<file path="config.mk">
export PLATFORM = sky130hd
export DESIGN_NAME = pfm_merge
export DESIGN_NICKNAME = d
export VERILOG_FILES = /design/src/sv/pfm_pkg.sv /design/src/sv/pfm_merge.sv
export SDC_FILE = /design/constraint.sdc
export NUM_CORES = 1
export LEC_CHECK = 0
export BUFFER_PORTS_ARGS = -buffer_cell sky130_fd_sc_hd__buf_2
export CORE_AREA = 8 8 198 200
export CTS_CLUSTER_DIAMETER = 30
export CTS_CLUSTER_SIZE = 12
export DETAILED_ROUTE_END_ITERATION = 8
export DIE_AREA = 0 0 206 208
export PLACE_DENSITY = 0.55
export RECOVER_POWER = 25
export SLEW_MARGIN = 15
export SYNTH_ARGS = -nofsm -noshare
export SYNTH_HDL_FRONTEND = slang
export SYNTH_SLANG_ARGS = --single-unit
</file>
<file path="constraint.sdc">
create_clock -name clk -period 17.7 [get_ports clk]
set_input_delay 3.54 -clock clk [delete_from_list [all_inputs] [get_ports clk]]
set_output_delay 3.54 -clock clk [all_outputs]
set_load 0.1 [all_outputs]
</file>
<file path="src/sv/pfm_pkg.sv">
// Shared constants and types for the three-channel flow meter.
`timescale 1ns / 1ps
`default_nettype none

package pfm_pkg;

  localparam int CHANNELS     = 3;
  localparam int COUNT_BITS   = 16;
  localparam int ELAPSED_BITS = 17;
  localparam int WINDOW_BITS  = 16;
  localparam int CAL_BITS     = 8;
  localparam int RATE_BITS    = 16;
  localparam int VOL_BITS     = 21;
  localparam int TOTAL_BITS   = 48;

  // Configuration port.
  localparam int CFG_IDX_BITS  = 2;
  localparam int CFG_DATA_BITS = 16;
  localparam logic [CFG_IDX_BITS-1:0] REG_WINDOW = 2'd0;
  localparam logic [CFG_IDX_BITS-1:0] REG_CAL    = 2'd1;
  localparam logic [CFG_IDX_BITS-1:0] REG_LIMIT  = 2'd2;

  localparam logic [WINDOW_BITS-1:0] WINDOW_RESET = 16'd1000;
  localparam logic [CAL_BITS-1:0]    CAL_RESET    = 8'd80;
  localparam logic [RATE_BITS-1:0]   LIMIT_RESET  = 16'd2816;

  // 1000 ms/s, 16 to drop the Q4.4 fraction of the calibration, 256 for Q8.8.
  localparam int SCALE_BITS = 22;
  localparam logic [SCALE_BITS-1:0] RATE_SCALE = 22'd4096000;

  localparam int NUM_BITS = COUNT_BITS + SCALE_BITS;
  localparam int DEN_BITS = ELAPSED_BITS + CAL_BITS;
  localparam int DIV_BITS = (NUM_BITS > DEN_BITS + RATE_BITS) ? NUM_BITS
                                                              : DEN_BITS + RATE_BITS;
  localparam int QIDX_BITS = $clog2(RATE_BITS);

  // rate*1000/60 is rate*50/3; the divide by three is a reciprocal multiply.
  localparam int Y_BITS = 22;
  localparam logic [Y_BITS-1:0] VOL_MUL = 22'd50;
  localparam int RECIP_BITS  = 22;
  localparam int RECIP_SHIFT = 23;
  localparam logic [RECIP_BITS-1:0] RECIP_3 = 22'd2796203;
  localparam int PROD_BITS = Y_BITS + RECIP_BITS;

  typedef struct packed {
    logic                  done;
    logic [RATE_BITS-1:0]  rate;
    logic [VOL_BITS-1:0]   vol;
    logic [TOTAL_BITS-1:0] tot;
  } lane_res_t;

endpackage

`default_nettype wire

</file>
<file path="src/sv/pfm_merge.sv">
// Merging stage: waits for every lane and loads the shared output register.
`timescale 1ns / 1ps
`default_nettype none

module pfm_merge (
  input  wire logic                              clk,
  input  wire logic                              rst,
  input  wire pfm_pkg::lane_res_t                res [pfm_pkg::CHANNELS],
  input  wire logic                              out_ready,
  output logic                                   commit,
  output logic                                   out_valid,
  output logic [pfm_pkg::RATE_BITS-1:0]          rate [pfm_pkg::CHANNELS],
  output logic [pfm_pkg::VOL_BITS-1:0]           vol [pfm_pkg::CHANNELS],
  output logic [pfm_pkg::TOTAL_BITS-1:0]         tot [pfm_pkg::CHANNELS]
);

  logic all_done;

  always_comb begin
    all_done = 1'b1;
    for (int i = 0; i < pfm_pkg::CHANNELS; i++) begin
      all_done = all_done & res[i].done;
    end
    // The report moves only when the output slot is free or being emptied.
    commit = all_done && (!out_valid || out_ready);
  end

  always_ff @(posedge clk) begin
    if (rst) begin
      out_valid <= 1'b0;
    end else if (commit) begin
      out_valid <= 1'b1;
    end else if (out_ready) begin
      out_valid <= 1'b0;
    end
  end

  always_ff @(posedge clk) begin
    if (commit) begin
      for (int i = 0; i < pfm_pkg::CHANNELS; i++) begin
        rate[i] <= res[i].rate;
        vol[i]  <= res[i].vol;
        tot[i]  <= res[i].tot;
      end
    end
  end

endmodule

`default_nettype wire

</file>
Word level (Yosys, flattened, before mapping):

Index checks and enable logic that the tools add are counted.

* bitwise gates (word level): 2
* multiplexer cells: 2
* reduce and logical (&&, ||, !) cells: 4

Operators with widths (number)
* bitwise AND 1 bit: 2
* two-way mux 1 bit: 2
* nonzero test 2 bit: 1
* logical AND 1 bit: 1
* logical NOT 1 bit: 1
* logical OR 1 bit: 1

* logic and storage cells: 18
* register bits: 256
* output and inout port bits: 257
* input port bits: 261

Depth between registers and ports, before layout:

Gate-level depths: netlist of the first run.

* depth in word-level cells: 4
* mapped depth: 2

Least setup slack after synthesis of the first run:

OpenSTA, ideal clock, no wires.

* path type: input-to-output
* start point: input port res[85] in the netlist's numbering
* end point: output port commit
* stages on the path: 2
* data arrival time: 16.162 ns
* path buffers: 0
* slack: -2.002 ns
* cell sequence: nand3_1 > nor2b_1

* longest elaborated chain between the ends: 2

RTL lines
* from (decl): line pfm_merge.sv:8 `input wire pfm_pkg::lane_res_t res [pfm_pkg::CHANNELS],`
* bitwise AND 1 bit: line pfm_merge.sv:22 `all_done = all_done & res[i].done;`
* logical AND 1 bit: line pfm_merge.sv:25 `commit = all_done && (!out_valid || out_ready);`
* to (decl): line pfm_merge.sv:10 `output logic commit,`

Every way passes these cells.

Final worst setup path of the first run:

* start point: input port out_ready
* end point: output port commit

* longest elaborated chain between the ends: 2

RTL lines
* from (decl): line pfm_merge.sv:9 `input wire logic out_ready,`
* logical OR 1 bit: line pfm_merge.sv:25
* logical AND 1 bit: line pfm_merge.sv:25

Every way passes these cells.

==> results of run 1 <==
-- flip-flops by register name, indices dropped and copies added, names as in the netlist --
| name | cells |
|---|---|
| vol | 63 |
| out_valid | 1 |
| tot | 144 |
| rate | 48 |
-- cells by family (layout without fill, tap and decap cells) --
family | count (synthesis) | in the layout | share of synthesized area [%]
compound gates | 1 | 1 | 0.0649
other cells | 0 | 3 | 0
buf+inv | 0 | 631 | 0
simple gates | 3 | 3 | 0.228
flops | 256 | 256 | 99.7
-- placed cells by master (no fill, tap or decap), types with 2 or more instances in the layout --
cell type   instances
clkinv_1            6
clkbuf_1           10
diode_2             3
clkinv_2            7
clkbuf_16          60
buf_2             511
buf_4               2
clkinvlp_4         13
edfxtp_1          255
bufinv_16           7
clkinv_4            6
inv_6               7
-- layer usage --
metal  global-route usage [%]  routed length (um)  up-vias
li1                         -                   -     2273
met1                     10.4                8310     2377
met2                     20.6               13500      361
met3                     6.87                4000       61
met4                     5.53                 699       12
met5                        0                  75        -
-- path summary, 6_finish.rpt --
check	from	end	slack, ns
worst min register to register	out_valid$_SDFFE_PP0P_	out_valid$_SDFFE_PP0P_	0.52
worst min-delay path	out_valid$_SDFFE_PP0P_	out_valid$_SDFFE_PP0P_	0.52
worst max register to register	out_valid$_SDFFE_PP0P_	rate[19]$_DFFE_PP_	15.37
worst max-delay path	out_ready	commit	9.18
-- metrics by stage --
step                instances  hold slack [ns]  utilization, %  setup WS, ns  area [um2]
global placement         1248            0.491            30.2          9.15       10900
detailed placement       1248            0.497            30.2          9.15       10900
floorplan                 260            0.934               -          3.32        7700
global route             1361            0.547            35.8          9.10       12900
CTS                      1359            0.512            35.8          9.14       12900
finish                   1362            0.515            35.8          9.18       12900
-- where the power goes --
part	total [W]	internal [W]	switching [W]
Sequential	0.000694	0.000690	0.00000412
Clock	0.00107	0.000722	0.000344
Combinational	0.000173	0.0000304	0.000142
Total	0.00193	0.00144	0.000491
-- layout make-up --
cell class,count,area (um2)
clock inverters,47,495
diodes,3,7.51
well taps,468,586
flip-flops and latches,256,7680
repair buffers,520,2620
clock buffers,64,1520
multi-input cells,4,30.0
fillers,3486,23200
-- worst min-delay path, delay by kind of cell, from the launching register on --
family,cells,cell delay [ns]
flip-flops,1,0.31
AND/OR/NAND/NOR,1,0.09
AO/OA/AOI/OAI,1,0.06
==> results.json, run 1 <==
{
  "status": "completed",
  "grt_pass1_wl_um": 36800,
  "cpMostUsedCell": "buf_2",
  "fin_crit_sh_pct": 48.1,
  "cp.depth": 5,
  "crit_fanout": 44,
  "ys_ff_latch": 256,
  "ff2ff_path_depth": 4,
  "die_w_um": 206,
  "ys_warn_count": 0,
  "hold_buffers": 0,
  "fmaxAchievable_ghz": 0.117,
  "synth_edf_count": 255,
  "ant_nets": 0,
  "antenna_found_initial": 9,
  "wirelength_um": 26600,
  "crit_chain": "buf_2 > nand2b_1 > nor2b_4 > buf_4 > buf_2",
  "irDropWorstVdd_v": 0.0000929,
  "cts_num_sinks": 256,
  "slowest_delay_ns": 0.54,
  "grt_overflow": 0,
  "die_area_um2": 42800,
  "yosysSeqAreaShare_pct": 99.7,
  "p_leak_nw": 5.35,
  "drive_gt1_share_pct": 69.1,
  "fin_skew_ns": 0.0163,
  "arrival_ns": 4.98,
  "worstMarginPinSlew_ns": 0.913,
  "avgViaCountPerCell": 3.73,
  "grt_max_degree": 143,
  "ys.flop_type": "edfxtp_1",
  "io_buffers": 517,
  "synth_cell_types": 6,
  "min_period_ns": 8.52,
  "drc": 0,
  "setup_viol": 0,
  "syn-instance-count": 260,
  "nets": 1103,
  "clockBufferDepth": 3,
  "startpoint_type": "input pin",
  "cp_slowest_cell": "buf_2",
  "dr.pass1.iters": 4,
  "cts_resized": 0,
  "power.density_nw_per_um2": 150,
  "path_clk_slew_ns": 0.04,
  "setup.worst_path.class": "input pin to primary output",
  "crit_required_ns": 14.16,
  "place_congestion": 0.770,
  "async_reset_ff_share_pct": 0,
  "ioPinCount": 518,
  "area_delta_synth_final_pct": 67.9,
  "grt_pass1_vias": 5838,
  "syn_area_per_cell_um2": 29.6,
  "syn-num-nets": 521,
  "tns_ns": 0,
  "vias": 5084,
  "fin_total_pwr_w": 0.00193,
  "yosys-top-cells-area": "edfxtp_1 (99%), dfxtp_1 (0.26%), nand2b_1 (0.081%)",
  "drt_iter0_drc": 207,
  "cts_tree": "done",
  "cts_setup_buffers": 0,
  "path_buf_inv": 3,
  "rsz0062_at_grt": "no",
  "finalMaxSlewViolations": 0,
  "core-area_um2": 36100,
  "htreeDepth": 2,
  "crit_path_end_kind": "primary output",
  "path_delay_family": "buffers and inverters",
  "synth_top_area_cell": "edfxtp_1",
  "start_util_pct": 21.3,
  "fp.dieH_um": 208,
  "wl_per_cell_um": 19.5,
  "root_buffer": "clkbuf_16",
  "min_path_type": "flop to flop",
  "clk_latency_ns": 0.57,
  "maxSlewHeadroom_pct": 39.1,
  "rows": 70,
  "mappedNetlistArea_um2": 7700,
  "synth.most_common_cell": "edfxtp_1",
  "cts_made_buffers": 60,
  "synth_top_area_share_pct": 99.4,
  "hold_violations": 0,
  "holdPathStages": 2,
  "max-cap-violations": 0,
  "grt_usage_pct": 11.7,
  "hpwl_um": 20700
}
(Power assumes the default switching activity.)
==> run 2: changes to the inputs <==
clock period = 7.8 ns   (was 17.7 ns; I/O delays follow)
==> run 2 against run 1 <==
- via count is 1.3% lower
- non-clock buffer count shrank 1
- clock skew decreased by 0.0069 ns
- worst hold slack hardly changed
- utilization grew 0.094 points
- wire length is 3.1% lower
- critical path depth is 1 lower
- critical path type unchanged
- critical endpoint unchanged
- largest power group unchanged
==> results.json, run 2 (synthesis results as in run 1) <==
{
  "status": "completed",
  "num-fill-cells": 3469,
  "nets": 1103,
  "largest_register_ffs": 144,
  "cts_made_buffers": 61,
  "final_cell_mix": "buf_2 (517), edfxtp_1 (255), clkbuf_16 (63)",
  "die_w_um": 206,
  "wl_per_cell_um": 18.9,
  "wirelength_um": 25700,
  "antenna_found_initial": 6,
  "crit_fanout": 16,
  "cts_tree": "done",
  "grt_overflow": 0,
  "ant_nets": 0,
  "pwr-share-seq_pct": 35.6,
  "drc": 0,
  "startpoint_type": "input pin",
  "tns_ns": 0,
  "crit_required_ns": 6.24,
  "p_leak_nw": 5.38,
  "place_congestion": 0.765,
  "core-area_um2": 36100,
  "cts_num_sinks": 256,
  "r2r-start": "out_valid$_SDFFE_PP0P_",
  "clk_latency_ns": 0.57,
  "drive_gt1_share_pct": 69.4,
  "htreeDepth": 2,
  "irDropWorstVdd_v": 0.000204,
  "io_buffers": 517,
  "grt_pass1_wl_um": 35500,
  "avgViaCountPerCell": 3.68,
  "worstHoldStart": "out_valid$_SDFFE_PP0P_",
  "min_path_type": "flop to flop",
  "top_regs": "tot (144), vol (63), rate (48)",
  "worstMarginPinSlew_ns": 1.00,
  "grt_max_degree": 162,
  "cts_setup_buffers": 0,
  "ioPinCount": 518,
  "finalMaxSlewViolations": 0,
  "dr.pass1.iters": 4,
  "fin_skew_ns": 0.00933,
  "crit_path_end_kind": "primary output",
  "netSwitchingFraction_pct": 25.2,
  "dp.cells": 1247,
  "grt_usage_pct": 11.2,
  "crit_start": "res[85]",
  "die_area_um2": 42800,
  "root_buffer": "clkbuf_16",
  "start_util_pct": 21.3,
  "max-cap-violations": 0,
  "fmaxAchievable_ghz": 0.228,
  "clockBufferDepth": 3,
  "hpwl_um": 19800,
  "vias": 5019,
  "min_period_ns": 4.38,
  "setup_viol": 0,
  "rows": 70,
  "arrival_ns": 2.82,
  "cts_resized": 0,
  "hold_buffers": 0,
  "maxSlewHeadroom_pct": 33.1,
  "path_clk_slew_ns": 0.05,
  "instances_no_fill": 1364,
  "setup.worst_path.class": "input pin to primary output",
  "drt_iter0_drc": 200,
  "pwr-share-comb_pct": 8.9,
  "top_register": "tot",
  "p_clk_share_pct": 55.5,
  "p_int_w": 0.00331,
  "layout.cells.most_common": "buf_2",
  "grt_pass1_vias": 5547,
  "fin_crit_sh_pct": 56.2,
  "hold_violations": 0,
  "fp.dieH_um": 208,
  "rsz0062_at_grt": "no",
  "net-switching-power_w": 0.00111,
  "area_delta_synth_final_pct": 68.3,
  "power.density_nw_per_um2": 341
}
## run 2: path summary, 6_finish.rpt
check,slack [ns],cells past startpoint,end
worst max-delay path,3.42,4,commit
worst min-delay path,0.52,2,out_valid$_SDFFE_PP0P_
worst max register to register,4.72,4,tot[19]$_DFFE_PP_
worst min register to register,0.52,2,out_valid$_SDFFE_PP0P_
## run 2: routing by layer
layer	vias to the layer above	global-route usage (%)	part of all wire, %
met5	-	0	0.097
met4	4	5.19	2.2
met3	41	5.36	12
met2	323	18.7	50
met1	2380	11.8	36
li1	2271	-	-
## run 2: critical path: stages
cell     delay, ns
buf_2         0.11
nand3_1       0.15
nor2b_4       0.46
buf_2         0.54
## run 2: layout make-up
type                            instances  area (um2)  area share [%]
Timing Repair Buffer                  519        2620            20.2
Antenna cell                            1        2.50          0.0193
Sequential cell                       256        7680            59.2
Clock buffer                           71        1610            12.4
Tap cell                              468         586            4.52
Clock inverter                         45         444            3.43
Multi-Input combinational cell          4        30.0           0.232
## run 2: stage by stage
| step | util, % | hold WS, ns | worst slack [ns] | power [W] | instance area (um2) |
|---|---|---|---|---|---|
| after detailed placement | 30.2 | 0.505 | 3.38 | 0.00200 | 10900 |
| final | 35.9 | 0.515 | 3.42 | 0.00442 | 13000 |
| after floorplan | - | 0.948 | 0.365 | 0.00188 | 7710 |
| after global placement | 30.2 | 0.511 | 3.42 | 0.00199 | 10900 |
| after CTS | 35.9 | 0.515 | 3.40 | 0.00449 | 13000 |
| after global routing | 35.9 | 0.542 | 3.32 | 0.00456 | 13000 |
## run 2: power groups by stage
stage          registers [W]  clock network [W]  logic [W]
3_5_place_dp         0.00160                  0   0.000397
6_report             0.00158            0.00245   0.000391
3_3_place_gp         0.00160                  0   0.000393
4_1_cts              0.00158            0.00252   0.000397
2_1_floorplan        0.00187                  0  0.0000164
5_1_grt              0.00158            0.00258   0.000403
