## src/sv/pfm_pkg.sv

```systemverilog
// Shared constants and types for the three-channel flow meter.
`timescale 1ns / 1ps
`default_nettype none

package pfm_pkg;

  localparam int CHANNELS     = 3;
  localparam int COUNT_BITS   = 16;
  localparam int ELAPSED_BITS = 17;
  localparam int WINDOW_BITS  = 16;
  localparam int CAL_BITS     = 8;
  localparam int RATE_BITS    = 16;
  localparam int VOL_BITS     = 21;
  localparam int TOTAL_BITS   = 48;

  // Configuration port.
  localparam int CFG_IDX_BITS  = 2;
  localparam int CFG_DATA_BITS = 16;
  localparam logic [CFG_IDX_BITS-1:0] REG_WINDOW = 2'd0;
  localparam logic [CFG_IDX_BITS-1:0] REG_CAL    = 2'd1;
  localparam logic [CFG_IDX_BITS-1:0] REG_LIMIT  = 2'd2;

  localparam logic [WINDOW_BITS-1:0] WINDOW_RESET = 16'd1000;
  localparam logic [CAL_BITS-1:0]    CAL_RESET    = 8'd80;
  localparam logic [RATE_BITS-1:0]   LIMIT_RESET  = 16'd2816;

  // 1000 ms/s, 16 to drop the Q4.4 fraction of the calibration, 256 for Q8.8.
  localparam int SCALE_BITS = 22;
  localparam logic [SCALE_BITS-1:0] RATE_SCALE = 22'd4096000;

  localparam int NUM_BITS = COUNT_BITS + SCALE_BITS;
  localparam int DEN_BITS = ELAPSED_BITS + CAL_BITS;
  localparam int DIV_BITS = (NUM_BITS > DEN_BITS + RATE_BITS) ? NUM_BITS
                                                              : DEN_BITS + RATE_BITS;
  localparam int QIDX_BITS = $clog2(RATE_BITS);

  // rate*1000/60 is rate*50/3; the divide by three is a reciprocal multiply.
  localparam int Y_BITS = 22;
  localparam logic [Y_BITS-1:0] VOL_MUL = 22'd50;
  localparam int RECIP_BITS  = 22;
  localparam int RECIP_SHIFT = 23;
  localparam logic [RECIP_BITS-1:0] RECIP_3 = 22'd2796203;
  localparam int PROD_BITS = Y_BITS + RECIP_BITS;

  typedef struct packed {
    logic                  done;
    logic [RATE_BITS-1:0]  rate;
    logic [VOL_BITS-1:0]   vol;
    logic [TOTAL_BITS-1:0] tot;
  } lane_res_t;

endpackage

`default_nettype wire

```

## src/sv/pfm_lane.sv

```systemverilog
// One channel: rate division, glitch filter, volume and running total.
`timescale 1ns / 1ps
`default_nettype none

module pfm_lane (
  input  wire logic                               clk,
  input  wire logic                               rst,
  input  wire logic                               start,
  input  wire logic [pfm_pkg::COUNT_BITS-1:0]     count,
  input  wire logic [pfm_pkg::ELAPSED_BITS-1:0]   elapsed,
  input  wire logic [pfm_pkg::CAL_BITS-1:0]       cal,
  input  wire logic [pfm_pkg::RATE_BITS-1:0]      rate_limit,
  input  wire logic                               commit,
  output pfm_pkg::lane_res_t                      res
);

  localparam logic [2:0] S_IDLE = 3'd0;
  localparam logic [2:0] S_MUL  = 3'd1;
  localparam logic [2:0] S_CHK  = 3'd2;
  localparam logic [2:0] S_DIV  = 3'd3;
  localparam logic [2:0] S_LIM  = 3'd4;
  localparam logic [2:0] S_VOL  = 3'd5;
  localparam logic [2:0] S_TOT  = 3'd6;
  localparam logic [2:0] S_DONE = 3'd7;

  logic [2:0]                        state;
  logic [pfm_pkg::COUNT_BITS-1:0]    cnt_r;
  logic [pfm_pkg::ELAPSED_BITS-1:0]  el_r;
  logic [pfm_pkg::NUM_BITS-1:0]      num;
  logic [pfm_pkg::DEN_BITS-1:0]      den;
  logic [pfm_pkg::NUM_BITS-1:0]      rem;
  logic [pfm_pkg::DIV_BITS-1:0]      dsh;
  logic [pfm_pkg::QIDX_BITS-1:0]     bit_idx;
  logic [pfm_pkg::RATE_BITS-1:0]     quo;
  logic [pfm_pkg::RATE_BITS-1:0]     rate_r;
  logic [pfm_pkg::Y_BITS-1:0]        y;
  logic [pfm_pkg::VOL_BITS-1:0]      vol;
  logic [pfm_pkg::TOTAL_BITS-1:0]    tot;
  logic [pfm_pkg::RATE_BITS-1:0]     last_rate;
  logic [pfm_pkg::TOTAL_BITS-1:0]    total;

  logic [pfm_pkg::DIV_BITS-1:0]      den_top;
  logic [pfm_pkg::DIV_BITS-1:0]      rem_w;
  logic [pfm_pkg::RATE_BITS-1:0]     rate_sel;
  logic [pfm_pkg::PROD_BITS-1:0]     prod;
  logic [pfm_pkg::TOTAL_BITS:0]      sum;

  always_comb begin
    den_top  = pfm_pkg::DIV_BITS'(den) << pfm_pkg::RATE_BITS;
    rem_w    = pfm_pkg::DIV_BITS'(rem);
    rate_sel = (quo >= rate_limit) ? last_rate : quo;
    prod     = pfm_pkg::PROD_BITS'(y) * pfm_pkg::PROD_BITS'(pfm_pkg::RECIP_3);
    sum      = {1'b0, total} + (pfm_pkg::TOTAL_BITS + 1)'(vol);
  end

  always_ff @(posedge clk) begin
    if (rst) begin
      state     <= S_IDLE;
      last_rate <= '0;
      total     <= '0;
    end else begin
      unique case (state)
        S_IDLE: begin
          if (start) begin
            cnt_r <= count;
            el_r  <= elapsed;
            state <= S_MUL;
          end
        end
        S_MUL: begin
          num   <= pfm_pkg::NUM_BITS'(cnt_r) * pfm_pkg::NUM_BITS'(pfm_pkg::RATE_SCALE);
          den   <= pfm_pkg::DEN_BITS'(el_r) * pfm_pkg::DEN_BITS'(cal);
          state <= S_CHK;
        end
        S_CHK: begin
          // A zero divisor or a quotient that would not fit in 16 bits saturates straight away.
          if (den == '0 || pfm_pkg::DIV_BITS'(num) >= den_top) begin
            quo   <= '1;
            state <= S_LIM;
          end else begin
            rem     <= num;
            dsh     <= pfm_pkg::DIV_BITS'(den) << (pfm_pkg::RATE_BITS - 1);
            bit_idx <= '1;
            quo     <= '0;
            state   <= S_DIV;
          end
        end
        S_DIV: begin
          if (rem_w >= dsh) begin
            rem          <= pfm_pkg::NUM_BITS'(rem_w - dsh);
            quo[bit_idx] <= 1'b1;
          end
          dsh     <= dsh >> 1;
          bit_idx <= bit_idx - 1'b1;
          if (bit_idx == '0) begin
            state <= S_LIM;
          end
        end
        S_LIM: begin
          rate_r <= rate_sel;
          y      <= pfm_pkg::Y_BITS'(rate_sel) * pfm_pkg::VOL_MUL;
          state  <= S_VOL;
        end
        S_VOL: begin
          vol   <= pfm_pkg::VOL_BITS'(prod >> pfm_pkg::RECIP_SHIFT);
          state <= S_TOT;
        end
        S_TOT: begin
          tot   <= sum[pfm_pkg::TOTAL_BITS] ? '1 : sum[pfm_pkg::TOTAL_BITS-1:0];
          state <= S_DONE;
        end
        S_DONE: begin
          if (commit) begin
            last_rate <= rate_r;
            total     <= tot;
            state     <= S_IDLE;
          end
        end
        default: state <= S_IDLE;
      endcase
    end
  end

  always_comb begin
    res.done = (state == S_DONE);
    res.rate = rate_r;
    res.vol  = vol;
    res.tot  = tot;
  end

endmodule

`default_nettype wire

```

## config.mk

```make
export PLATFORM = sky130hd
export DESIGN_NAME = pfm_lane
export DESIGN_NICKNAME = d
export VERILOG_FILES = /design/src/sv/pfm_pkg.sv /design/src/sv/pfm_lane.sv
export SDC_FILE = /design/constraint.sdc
export NUM_CORES = 2
export LEC_CHECK = 0
export BUFFER_PORTS_ARGS = -buffer_cell sky130_fd_sc_hd__buf_4
export CAP_MARGIN = 10
export CELL_PAD_IN_SITES_DETAIL_PLACEMENT = 1
export CELL_PAD_IN_SITES_GLOBAL_PLACEMENT = 1
export CORE_AREA = 2 2 252 254
export CTS_BUF_LIST = sky130_fd_sc_hd__clkbuf_2 sky130_fd_sc_hd__clkbuf_4 sky130_fd_sc_hd__clkbuf_8
export DETAILED_ROUTE_END_ITERATION = 10
export DIE_AREA = 0 0 254 256
export PLACE_DENSITY_LB_ADDON = 0.25
export SLEW_MARGIN = 30
export SYNTH_ARGS = -nofsm -noshare
export SYNTH_HDL_FRONTEND = slang
export SYNTH_SLANG_ARGS = --single-unit
```

## constraint.sdc

```tcl
create_clock -name clk -period 9 [get_ports clk]
set_clock_uncertainty 0.1 [all_clocks]
set_input_delay 1.35 -clock clk [delete_from_list [all_inputs] [get_ports clk]]
set_output_delay 1.35 -clock clk [all_outputs]
set_load 0.03 [all_outputs]
```

### Yosys cells after proc, flatten, opt, wreduce, memory -nomap -nowiden

Cells that the tools add are included.

| word-level totals | value |
|---|---|
| flip-flop bits (word level) | 353 |
| latch bits | 0 |
| bits in writable memories | 0 |
| bits in read-only memories | 0 |
| input port bits | 61 |
| output and inout bits | 86 |
| memories kept | 0 |

| cells by class | value |
|---|---|
| add/subtract/negate cells | 3 |
| multiply operators | 4 |
| div/mod/pow operators | 0 |
| magnitude comparators | 5 |
| eq/ne operators | 12 |
| shift-type cells | 0 |
| mux-type cells | 18 |
| bitwise logic cells | 2 |
| reductions and logical operators | 16 |

Operators by type and width:

| kind | count |
|---|---|
| 38-bit by 41-bit >= comparator with 1-bit output | 2 |
| 41-bit one-hot mux with 2 select lines | 1 |
| 38-bit 2-to-1 mux | 2 |
| 38-bit one-hot mux with 2 select lines | 1 |
| 48-bit by 21-bit adder with 49-bit output | 1 |
| 16-bit 2-to-1 mux | 3 |
| 21-bit by 22-bit multiplier with 43-bit output (second input constant) | 1 |
| 41-bit 2-to-1 mux | 1 |
| 38-bit subtractor | 1 |
| 16-bit one-hot mux with 2 select lines | 1 |
| 25-bit zero test | 1 |
| 17-bit by 8-bit multiplier with 25-bit output | 1 |
| 3-bit one-hot mux with 8 select lines | 1 |
| 16-bit by 7-bit multiplier with 23-bit output (second input constant) | 1 |
| 16-bit by 5-bit multiplier with 21-bit output (second input constant) | 1 |
| 16-bit >= comparator | 1 |
| 16-bit OR | 1 |
| 3-bit equality test (second input constant) | 4 |
| 3-bit 2-to-1 mux | 4 |
| 3-bit AND reduction | 4 |
| 2-bit != test (second input constant) | 5 |
| 2-bit AND reduction | 5 |
| 4-bit one-hot mux with 2 select lines | 1 |
| 3-bit by 2-bit equality test with 1-bit output (second input constant) | 2 |
| 14 further kinds | 14 |

### Depth between registers and ports, before layout

| logic depth | value |
|---|---|
| word-level depth | 7 |
| depth in mapped cells | 29 |
| depth with buffers taken out | 28 |

### Worst setup path after synthesis

Ideal clock, no wire load.

| timing path | value |
|---|---|
| path kind | input-to-reg |
| start point | input port rate_limit[0] (netlist name) |
| end point | register y[21] (netlist name) (data pin) |
| setup time | 0.260 ns |
| data arrival time | 6.745 ns |
| required time | 8.640 ns |
| slack | 1.895 ns |
| cell stages on the path | 28 |
| path through | ha_1 > nand2b_1 > a21o_1 > a21o_1 > a21o_1 > a21o_1 > a21o_1 > a21oi_1 > o21ai_1 > a21oi_2 > buf_4 > mux2_1 > ha_1 > ha_1 > inv_1 > fa_1 > inv_1 > ha_1 > a21o_1 > a21oi_1 > o21bai_1 > a21oi_1 > o21bai_1 > a311oi_1 > nor2_1 > a211o_1 > a21oi_1 > xnor2_1 |

| on the way | value |
|---|---|
| longest elaborated chain between the ends | 3 |

RTL lines:

| item | line | RTL |
|---|---|---|
| start: declaration | pfm_lane.sv:12 | `input wire logic [pfm_pkg::RATE_BITS-1:0] rate_limit,` |
| 16-bit >= comparator | pfm_lane.sv:51 | `rate_sel = (quo >= rate_limit) ? last_rate : quo;` |
| 16-bit 2-to-1 mux | pfm_lane.sv:51 |  |
| net rate_sel (one bit) | pfm_lane.sv:44 | `logic [pfm_pkg::RATE_BITS-1:0] rate_sel;` |
| 16-bit by 5-bit multiplier with 21-bit output | pfm_lane.sv:101 | `y <= pfm_pkg::Y_BITS'(rate_sel) * pfm_pkg::VOL_MUL;` |
| end signal: assignment | pfm_lane.sv:101 |  |
| end: declaration | pfm_lane.sv:36 | `logic [pfm_pkg::Y_BITS-1:0] y;` |

The timed path passes the listed nets, and every way through them passes these cells.
A chain may end at the register's enable or synchronous reset.

### Worst setup path after layout

Ends and elaborated chain as after synthesis.

==> run metrics <==
syn_nets=3746; first-pass GRT wire length=128000 um; worst setup path class=primary input to register; Detailed Routing Iterations Pass 1=4; Worst VDD drop=0.132 mV; clock sink count=349; port buffer count=146; mean post-synth cell area=10.4 um^2; fmax=about 140 MHz; Synth cell types=87; Max Cap Violations=0; worst-path fanout max=9; Slew headroom=39.0%; Area growth, synth to finish=11.2%; Total Power=between 6 and 7 mW; largest net degree at the start of global routing=87; Post-CTS Hold Fix Bufs=0; register bit count reported by yosys=349; worst slack, placed=1030 ps; Data required, critical path=approximately 9300 ps; Cells after DPL=3916; final net count=3904; CTS root buf=clkbuf_8; DR DRC count=0; Final Hold Viols=0; hold_ws=362 ps; Clk Latency, worst-skew pair=690 ps; io pins=147; setup TNS=0 ps; post-CTS setup repair buffer count=0; vias in the first global route=24900; WL/cell=19.3 um; Crit. End Element=register; EDFF count, synth=282; RSZ-0062 raised after global routing=false; total gr overflow=0; clock-pin slew on the worst setup and hold paths=roughly 50 ps; CTS tree=yes; worst hold path type=register to register; crit share post-route=80.9%; GPL Wtd Cong=0.911; Slowest-stage cell, CP=fa_1; # rows=92; detailed placer's ending HPWL=62500 um; Static Leak=16.0 nW; PwrDens=181 nW/um^2; cell family with most CP delay=compound AO/OA/AOI/OAI gates; Die Area=65000 um^2; crit path DAT=7570 ps; Final Non-Filler Cells=4045; DR vias=22000; post-synthesis cell area=30900 um^2; layout cell share with drive strength beyond 1=9.69%; final antenna-violating net count=0; Final WS setup=1720 ps; Synth async-reset ratio=0%; Initial Utilization=49.5%; most frequent cells in the layout=inv_1 (435), ha_1 (424), nand2_1 (352); final WL=between 70000 and 80000 um; Max clock buf depth=3; CP Launch Type=primary input; post-synthesis cell count=slightly below 3000; H-tree depth=3; Final Max Tran Viols=0; Vias per Instance=5.43; Worst Path Buf+Inv=3; CTS buffer count=70; DR iter-0 viols=871; synth warn=0; crit-path max cell delay=510 ps; predominant post-synthesis flop cell=edfxtp_1; total track usage=24.8%; commonest non-fill, non-tap cell in the layout=inv_1; final worst path period need=7280 ps; final setup fails=0; status=finished, final reports clean; worst-margin pin slew=915 ps; initial antenna violation count=2; core area=62400 um^2; CP dominant cell by count=a21o_1; Die Wd=~250 um; Die Ht=256 um; Gates resized, CTS repair=0; Seq/Total Area, Yosys=around a third
-- final timing paths --
kind,depth (start not counted),start,slack [ps],end
setup / recovery,28,rate_limit[0],1720,y[21]
hold / removal,2,last_rate[4],360,last_rate[4]
setup reg to reg,28,quo[0],1750,y[21]
hold reg to reg,2,last_rate[4],360,last_rate[4]
-- through the flow --
stage / utilization (%) / instance area (um^2)
global placement: 52.7 / 32900
finish: 55.1 / 34400
CTS: 55.0 / 34300
detailed placement: 52.7 / 32900
global route: 55.1 / 34400
floorplan: - / 30900
-- synthesized netlist by cell type (12+ instances only) --
library cell  count  share of area [%]
nor2b_1          19               0.38
nor2_1          120                1.5
fa_1            277                 18
a21oi_1         205                3.3
edfxtp_1        282                 27
xnor2_1          92                2.6
and2_1           75                1.5
a31oi_1          20               0.41
nand2_1         354                4.3
buf_1            13               0.16
o21a_1           27               0.66
and3_1           28               0.57
mux2i_1          12               0.39
nor3_1           28               0.45
nand3_1          25               0.41
o21bai_1         20               0.49
xor2_1           38                1.1
inv_1           435                5.3
o21ai_1          32               0.52
o21ai_0          72                1.2
clkbuf_1         47               0.57
nand2b_1         16               0.32
dfxtp_1          67                4.3
nand4_1          14               0.28
ha_1            424                 17
mux2_1           23               0.84
a21o_1           74                1.8
-- cell type report --
class / count / area, um^2
Clock inverter: 38 / 314
Antenna cell: 1 / 2.50
Sequential cell: 349 / 9810
Multi-Input combinational cell: 2129 / 19200
Timing Repair Buffer: 157 / 1200
Clock buffer: 90 / 1130
Tap cell: 846 / 1060
Inverter: 435 / 1630
Fill cell: 6872 / 28000
-- cells by family after synthesis --
| group | share of synthesized area [%] |
|---|---|
| buf+inv | 6.26 |
| compound gates | 11.0 |
| mux | 1.34 |
| simple gates | 10.8 |
| xor+xnor | 3.69 |
| fa+ha+maj | 35.1 |
| flops | 31.8 |
-- sequential cells by signal, summed over array words and instances, names as in the netlist --
register	flops
quo	16
last_rate	16
tot	48
y	18
state	3
dsh	40
total	48
den	25
el_r	17
cnt_r	16
bit_idx	4
rate_r	16
vol	21
rem	38
num	23
-- worst reg2reg max path: cells and delay by family, from the launching register on --
kind	cells	cell delay, ps
buf+inv	3	350
fa+ha+maj	5	1710
flops	1	500
simple gates	2	250
mux	1	440
compound gates	16	3530
xor+xnor	1	80
-- per-layer routing --
| layer | track usage (%) | vias to the layer above | routed length [um] |
|---|---|---|---|
| li1 | - | 10400 | - |
| met1 | 29.5 | 11000 | 32300 |
| met2 | 45.3 | 344 | 40900 |
| met3 | 3.50 | 156 | 2280 |
| met4 | 8.43 | 2 | 2700 |
| met5 | 0 | - | 10 |
-- report_power, final --
| group | switching, mW | internal [mW] |
|---|---|---|
| Combinational | 1.40 | 1.09 |
| Clock | 0.760 | 0.946 |
| Sequential | 0.0735 | 1.96 |
Power figures use the tool's default switching activity.
